===== src/rtl/rcrs_pkg.sv =====
// Shared constants and fixed-point widths of the column ray setup block.
package rcrs_pkg;

  // Base formats.
  localparam int unsigned FRAC_BITS   = 16;
  localparam int unsigned COLUMN_BITS = 12;
  localparam int unsigned POS_BITS    = FRAC_BITS + 8;
  localparam int unsigned DIR_BITS    = FRAC_BITS + 2;
  localparam int unsigned DIST_BITS   = FRAC_BITS + 16;
  localparam int unsigned CELL_BITS   = 8;

  // Intermediate widths: column numerator and plane product.
  localparam int unsigned NUM_W  = COLUMN_BITS + 2;
  localparam int unsigned PROD_W = DIR_BITS + NUM_W;

  // Divider widths cover both the ray division and the distance divisions.
  localparam int unsigned DIV_NW =
      (2 * FRAC_BITS + 1 > DIR_BITS + COLUMN_BITS + 1) ? 2 * FRAC_BITS + 1
                                                       : DIR_BITS + COLUMN_BITS + 1;
  localparam int unsigned DIV_DW = (COLUMN_BITS > DIR_BITS) ? COLUMN_BITS : DIR_BITS;
  localparam int unsigned QEXT_W = (DIV_NW > DIST_BITS) ? DIV_NW : DIST_BITS;

  // Pipeline depth from input register to output register.
  localparam int unsigned LAT = 2 * DIV_NW + 6;

  // Register map.
  localparam int unsigned ADDR_W = 5;
  localparam logic [2:0] REG_POS_X   = 3'd0;
  localparam logic [2:0] REG_POS_Y   = 3'd1;
  localparam logic [2:0] REG_DIR_X   = 3'd2;
  localparam logic [2:0] REG_DIR_Y   = 3'd3;
  localparam logic [2:0] REG_PLANE_X = 3'd4;
  localparam logic [2:0] REG_PLANE_Y = 3'd5;
  localparam logic [2:0] REG_WIDTH   = 3'd6;

  // Grid step codes.
  localparam logic signed [1:0] STEP_POS = 2'sb01;
  localparam logic signed [1:0] STEP_NEG = 2'sb11;

endpackage


===== src/rtl/rcrs_div.sv =====
// Pipelined unsigned restoring divider, one quotient bit per stage.
module rcrs_div (
  input  logic                        clk_i,
  input  logic                        en_i,
  input  logic [rcrs_pkg::DIV_NW-1:0] num_i,
  input  logic [rcrs_pkg::DIV_DW-1:0] den_i,
  output logic [rcrs_pkg::DIV_NW-1:0] quo_o
);

  localparam int unsigned NW = rcrs_pkg::DIV_NW;
  localparam int unsigned DW = rcrs_pkg::DIV_DW;

  logic [DW-1:0] rem_q [NW];
  logic [NW-1:0] num_q [NW];
  logic [NW-1:0] quo_q [NW];
  logic [DW-1:0] den_q [NW];

  for (genvar k = 0; k < NW; k++) begin : g_stage
    logic [DW-1:0] rem_in;
    logic [NW-1:0] num_in;
    logic [NW-1:0] quo_in;
    logic [DW-1:0] den_in;
    logic [DW:0]   trial;
    logic [DW:0]   diff;
    logic          ge;

    if (k == 0) begin : g_first
      assign rem_in = '0;
      assign num_in = num_i;
      assign quo_in = '0;
      assign den_in = den_i;
    end else begin : g_next
      assign rem_in = rem_q[k-1];
      assign num_in = num_q[k-1];
      assign quo_in = quo_q[k-1];
      assign den_in = den_q[k-1];
    end

    // Shift in the next numerator bit and subtract the divisor where it fits.
    assign trial = {rem_in, num_in[NW-1]};
    assign diff  = trial - {1'b0, den_in};
    assign ge    = (trial >= {1'b0, den_in});

    always_ff @(posedge clk_i) begin
      if (en_i) begin
        rem_q[k] <= ge ? diff[DW-1:0] : trial[DW-1:0];
        num_q[k] <= {num_in[NW-2:0], 1'b0};
        quo_q[k] <= {quo_in[NW-2:0], ge};
        den_q[k] <= den_in;
      end
    end
  end

  assign quo_o = quo_q[NW-1];

endmodule


===== config.mk =====
export PLATFORM = sky130hd
export DESIGN_NAME = rcrs_div
export DESIGN_NICKNAME = d
export VERILOG_FILES = /design/src/rtl/rcrs_pkg.sv /design/src/rtl/rcrs_div.sv
export SDC_FILE = /design/constraint.sdc
export NUM_CORES = 2
export LEC_CHECK = 0
export ABC_AREA = 1
export BUFFER_PORTS_ARGS = -buffer_cell sky130_fd_sc_hd__buf_2
export CAP_MARGIN = 20
export CORE_MARGIN = 5
export CORE_UTILIZATION = 55
export CTS_BUF_LIST = sky130_fd_sc_hd__clkbuf_16
export DETAILED_ROUTE_END_ITERATION = 10
export GPL_ROUTABILITY_DRIVEN = 0
export HOLD_SLACK_MARGIN = 0.12
export PLACE_DENSITY = 0.7
export SLEW_MARGIN = 20
export SYNTH_ARGS = -nofsm -noshare
export SYNTH_HDL_FRONTEND = slang
export SYNTH_SLANG_ARGS = --single-unit

===== constraint.sdc =====
create_clock -name clk_i -period 3.42 [get_ports clk_i]
set_input_delay 0.342 -clock clk_i [delete_from_list [all_inputs] [get_ports clk_i]]
set_output_delay 0.342 -clock clk_i [all_outputs]
set_load 0.05 [all_outputs]

## Word level (Yosys, flattened, before mapping)

Memory sizes are Yosys's and may differ from the RTL's.
Cells that the tools add are included.

| operators by class | value |
|---|---|
| $add $sub $neg | 33 |
| order comparisons | 33 |
| mux-type cells | 35 |

Operators with widths:

| cell | number |
|---|---|
| $ge A19 B18 Y1 | 32 |
| $mux W18 | 33 |
| $sub A18 B18 Y18 | 32 |
| $ge A1 B18 Y1 | 1 |
| $sub A1 B18 Y18 | 1 |
| $mux W1 | 2 |

| word-level totals | value |
|---|---|
| flip-flop bits (word level) | 0 |
| memory bits (writable) | 3333 |
| bits of input ports | 53 |
| word-level logic and storage cells | 105 |
| memories | 4 |

Memory list:

| memory | words | width | rd ports | clocked after Yosys merged registers in | write ports | line | source |
|---|---|---|---|---|---|---|---|
| quo_q | 33 | 33 | 33 | 0 | 33 | rcrs_div.sv:15 | `logic [NW-1:0] quo_q [NW];` |
| num_q | 33 | 32 | 32 | 0 | 33 | rcrs_div.sv:14 | `logic [NW-1:0] num_q [NW];` |
| den_q | 33 | 18 | 32 | 0 | 33 | rcrs_div.sv:16 | `logic [DW-1:0] den_q [NW];` |
| rem_q | 33 | 18 | 32 | 0 | 33 | rcrs_div.sv:13 | `logic [DW-1:0] rem_q [NW];` |

## Depth between registers and ports, before layout

An unclocked memory read counts as a cell.

| depth | value |
|---|---|
| depth in word-level cells | 3 |
| mapped depth | 14 |
| depth with buffers taken out | 14 |

## Worst setup path before layout

OpenSTA, ideal clock, no wires.

| path | value |
|---|---|
| path kind | flip-flop to flip-flop |
| start | memory num_q[0][95] in the netlist's numbering |
| end | memory rem_q[0][66] in the netlist's numbering, data pin |
| setup time | 253 ps |
| data arrival time | 1685 ps |
| setup slack | 1482 ps |
| stages on the path, launching flop included | 14 |
| buffers on the path | 0 |
| period minus slack after synthesis | 1938 ps |
| path through | edfxtp_1 > inv_1 > ha_1 > inv_1 > fa_1 > nand2_1 > nand2_1 > and2_1 > nand2_1 > nand2_1 > nand2_1 > nand3b_1 > nand3_2 > nand2_1 |

RTL lines:

| element | line |
|---|---|
| start: declaration | rcrs_div.sv:14 |
| end: declaration | rcrs_div.sv:13 |

==> run summary <==
The run finished with clean final reports. Of all nets on the critical path, the largest fanout is 12. Predominant post-synthesis flop cell: sky130_fd_sc_hd__edfxtp_1. The count of max-cap constraint violations is 0, and the count of vias placed by the detailed router is 78,540. Cell internal power was estimated by the tool at 66.52 mW. For this run, the total global-route usage over all layers was measured as 22.28%.

Each instance of the synthesized netlist takes up on average 10.04 µm². The post-synthesis register bit count is 2,241, and the wire length on met2 is 113,700 µm. The global-route congestion overflow total was 0. The required time of the worst setup path was 4.04 ns; the met1 layer wirelength in the final routing was 103,700 µm.

The fraction of layout cells with a size suffix above 1 came out at 7.467%. The number of synthesis warnings was 0; the cell area after technology mapping was 113,400 µm². Clock latency on the worst-skew pair, taken at its later pin, is 0.89 ns. The routed design could run at a clock period as short as 2.695 ns. The filler cells instantiated in the layout total 16,420. The path class of the tightest hold or removal check is in2reg.

CTS built an H-tree with a depth of 4. The number of buffers on the longest clock path is 3. Synthesis produced 11,290 cells. For this run, the slowest stage of the critical path takes 0.51 ns. Sequential cells were found to cover 59.37% of the synthesized design area. The leakage power total is 56.12 nW, and the reported net switching power is 41.91 mW. Slowest stage cell on the critical path: sky130_fd_sc_hd__edfxtp_1. For this run, design rule violations remaining after detail routing come to 0.

The die is 464.0 µm tall. The clock network is responsible for 23.2% of the overall power. Hold timing on the final database bottoms out at a slack of 0.1823 ns. The die is 464.0 µm wide. The initial antenna violation count was 4; the sequential share of power was 37.5%. The first global-routing pass estimated 391,400 µm of wire. The met3 wirelength from detailed routing was 16,620 µm. The worst setup path is launched from a flip-flop. The number of nets handed over by synthesis was 11,950. The logs give 61.46% for the final core utilization and 0 for the number of buffers added for setup after CTS.

In this run, the number of DRC markers left after iteration 0 of detailed routing was 7,166. The run gives 178,500 µm as the HPWL reported at the end of detailed placement. The number of pins exceeding their max-slew limit in the final report is 0. The clock net in this run drives a total of 2,241 sinks. Before antenna repair, the detailed router went through 6 iterations.

The post-detailed-route count of antenna-violating nets came out at 0. Combinational logic is responsible for 39.3% of the overall power. The design draws 108.4 mW. Net switching fraction of the power: 38.65%.

Walking the worst path, the cells encountered are inv_1 > ha_1 > nand2_1 > inv_1 > nand2_1 > inv_1 > a21oi_1 > nand4_1 > buf_4 > nand2_1 > nand2_1. Measured in cells, the most critical reg-to-reg path has a length of 11. The layout overhead on the synthesized area is 11.03%, and the pin slew with the least headroom to its limit is 1.039 ns. The highest layer touched by signal routing is met5. Entering global routing, the biggest net connects 105 pins. Top-level I/O count: 86. The number of global-route vias before repair was 75,550. Gates resized during post-CTS repair numbered 0. The maximum clock skew at final layout was 0.06559 ns. Summed over all failing endpoints, the final setup total negative slack is 0 ns. Headroom to the max-slew limit: 30.76%. Among the stages of the critical path, the cell type that occurs most often is sky130_fd_sc_hd__nand2_1.

Dividing the final minimum period by the clock period gives 78.80%. Of all flip-flops after synthesis, the portion carrying an async set or reset was 0%. The maximum vdd drop is 609.4 µV. Timing would allow up to 371.1 MHz. In the routed layout, each cell is associated on average with a via count of 5.390. The CTS clock-pin slew for the worst setup and hold paths works out to 0.06 ns.

The tools report the effective utilization at floorplan as 55.35%. Counting distinct cell types in the post-synthesis netlist gives 40. The worst setup path is of the reg2reg kind.

Dividing total power by cell area gives a power density of 861.5 nW/µm². The floorplan step defined a die boundary enclosing 215,300 µm². The synthesized design contains 2,241 enable-type register cells. After the last flow step, the layout net total stands at 12,340.

The number of clock buffers added by TritonCTS is 227. After detailed routing, the average wire length per cell comes to 16.75 µm. Endpoint kind of the worst setup timing path: a flip-flop.

Setup repair after global routing left no endpoint under its margin. After floorplanning, the core was divided into 166 placement rows. Setup violations remaining at the end of the flow were counted as 0. The run gives 91 as the hold-fix buffer count after cts.

For the worst setup path, the data arrival time is 3.31 ns. In this run the tool buffered the top-level ports with 85 buffer cells. The region available for standard cell placement spans 204,800 µm².

The buffer cell driving the clock tree root was sky130_fd_sc_hd__clkbuf_16. Counting instances, the worst hold path has a depth of 2. The total wirelength of the detailed-routed design was 244,100 µm; the hold violation total from the final report was 0. TritonCTS built the clock tree.
## path summary, 6_finish.rpt
kind	end	start	slack (ns)
setup / recovery	rem_q[0][199]$_DFFE_PP_	den_q[0][196]$_DFFE_PP_	0.73
hold / removal	num_q[0][14]$_DFFE_PP_	num_i[14]	0.18
setup reg to reg	rem_q[0][199]$_DFFE_PP_	den_q[0][196]$_DFFE_PP_	0.73
hold reg to reg	num_q[0][766]$_DFFE_PP_	num_q[0][733]$_DFFE_PP_	0.38
## per-stage QoR
step                std cells  area, µm²  setup slack (ns)
finish                  14570     125900            0.7251
detailed placement      14050     117200            0.7844
CTS                     14570     125800            0.7629
global placement        14050     117200            0.8457
global route            14570     125900            0.6043
floorplan               11290     113400             1.482
## layer usage
layer / GRT usage, % / vias to the layer above
met5: 0 / -
met4: 8.625 / 2
met3: 3.465 / 633
met2: 36.58 / 3003
met1: 30.08 / 36620
li1: - / 38290
## state kept, by name, indices dropped and copies added, names as in the netlist
signal  cells
den_q     576
rem_q     576
quo_q     561
num_q     528
## cells in the final DEF (no fill, tap or decap), types with 12 or more instances in the layout
cell type and n:
sky130_fd_sc_hd__clkbuf_16 227, sky130_fd_sc_hd__bufinv_16 29, sky130_fd_sc_hd__clkinv_16 12, sky130_fd_sc_hd__o21ai_1 41
sky130_fd_sc_hd__a21oi_1 278, sky130_fd_sc_hd__inv_1 1723, sky130_fd_sc_hd__clkinvlp_4 16, sky130_fd_sc_hd__fa_1 31
sky130_fd_sc_hd__ha_1 578, sky130_fd_sc_hd__nand4_4 16, sky130_fd_sc_hd__nor2_2 37, sky130_fd_sc_hd__buf_12 25
sky130_fd_sc_hd__nor3_1 124, sky130_fd_sc_hd__edfxtp_1 2241, sky130_fd_sc_hd__nand2_2 77, sky130_fd_sc_hd__nand3b_1 247
sky130_fd_sc_hd__or2_2 57, sky130_fd_sc_hd__nand2_1 3491, sky130_fd_sc_hd__buf_2 84, sky130_fd_sc_hd__dlygate4sd3_1 91
sky130_fd_sc_hd__clkinv_1 52, sky130_fd_sc_hd__a21oi_2 38, sky130_fd_sc_hd__and2_1 27, sky130_fd_sc_hd__buf_4 57
sky130_fd_sc_hd__xor2_1 238, sky130_fd_sc_hd__o21bai_1 32, sky130_fd_sc_hd__nand3_1 872, sky130_fd_sc_hd__nand4_1 66
sky130_fd_sc_hd__nand3_2 18, sky130_fd_sc_hd__nor2_1 771, sky130_fd_sc_hd__o21ai_2 97, sky130_fd_sc_hd__nand2_4 13
sky130_fd_sc_hd__nor4_1 18, sky130_fd_sc_hd__o21ai_0 58, sky130_fd_sc_hd__clkinv_2 38, sky130_fd_sc_hd__inv_2 16
## layout make-up
cell class | instances | area (µm²) | share of cell area (%)
Clock buffer | 227 | 5680 | 4.513
Tap cell | 2688 | 3363 | 2.672
Multi-Input combinational cell | 7249 | 38790 | 30.82
Inverter | 1705 | 6400 | 5.085
Timing Repair Buffer | 257 | 2260 | 1.795
Sequential cell | 2241 | 67290 | 53.47
Antenna cell | 5 | 12.51 | 0.009941
Clock inverter | 200 | 2056 | 1.633
## synthesized netlist by cell type, types with 31 or more instances
| master | instances | area (µm²) |
|---|---|---|
| sky130_fd_sc_hd__inv_1 | 1684 | 6321 |
| sky130_fd_sc_hd__nand2_1 | 3491 | 13100 |
| sky130_fd_sc_hd__a21oi_1 | 278 | 1391 |
| sky130_fd_sc_hd__buf_2 | 39 | 195.2 |
| sky130_fd_sc_hd__edfxtp_1 | 2241 | 67290 |
| sky130_fd_sc_hd__nor2_1 | 771 | 2894 |
| sky130_fd_sc_hd__fa_1 | 31 | 620.6 |
| sky130_fd_sc_hd__o21bai_1 | 32 | 240.2 |
| sky130_fd_sc_hd__nand3b_1 | 247 | 1854 |
| sky130_fd_sc_hd__o21ai_2 | 97 | 849.6 |
| sky130_fd_sc_hd__buf_6 | 35 | 394.1 |
| sky130_fd_sc_hd__or2_2 | 57 | 356.6 |
| sky130_fd_sc_hd__o21ai_1 | 41 | 205.2 |
| sky130_fd_sc_hd__nand3_1 | 872 | 4364 |
| sky130_fd_sc_hd__nand2_2 | 77 | 481.7 |
| sky130_fd_sc_hd__ha_1 | 578 | 7232 |
| sky130_fd_sc_hd__xor2_1 | 238 | 2085 |
| sky130_fd_sc_hd__o21ai_0 | 58 | 290.3 |
| sky130_fd_sc_hd__nand4_1 | 66 | 412.9 |
| sky130_fd_sc_hd__nor2_2 | 37 | 231.5 |
| sky130_fd_sc_hd__a21oi_2 | 38 | 332.8 |
| sky130_fd_sc_hd__nor3_1 | 124 | 620.6 |
## power by group through the flow
stage | logic [mW] | clock network [mW] | registers (mW)
floorplan | 32.4 | 0 | 39.7
global placement | 40.6 | 0 | 41.1
detailed placement | 41.4 | 0 | 41.2
CTS | 41.8 | 25.8 | 40.7
global route | 47.9 | 27.0 | 41.1
finish | 42.6 | 25.1 | 40.7
## critical path, delay by kind of cell (launching register included)
| family | cells | cell delay, ns |
|---|---|---|
| compound gates | 1 | 0.15 |
| flops | 1 | 0.51 |
| fa+ha+maj | 1 | 0.38 |
| simple gates | 5 | 0.80 |
| buf+inv | 4 | 0.58 |
## cells by family after synthesis
logic type               count (synthesis)  synth area share, %
adder cells (fa/ha/maj)                609                6.928
XOR/XNOR                               248                1.916
AND/OR/NAND/NOR                       5838                22.33
flip-flops                            2241                59.37
buffers and inverters                 1800                6.409
AO/OA/AOI/OAI                          554                3.048
(Power assumes the default switching activity.)
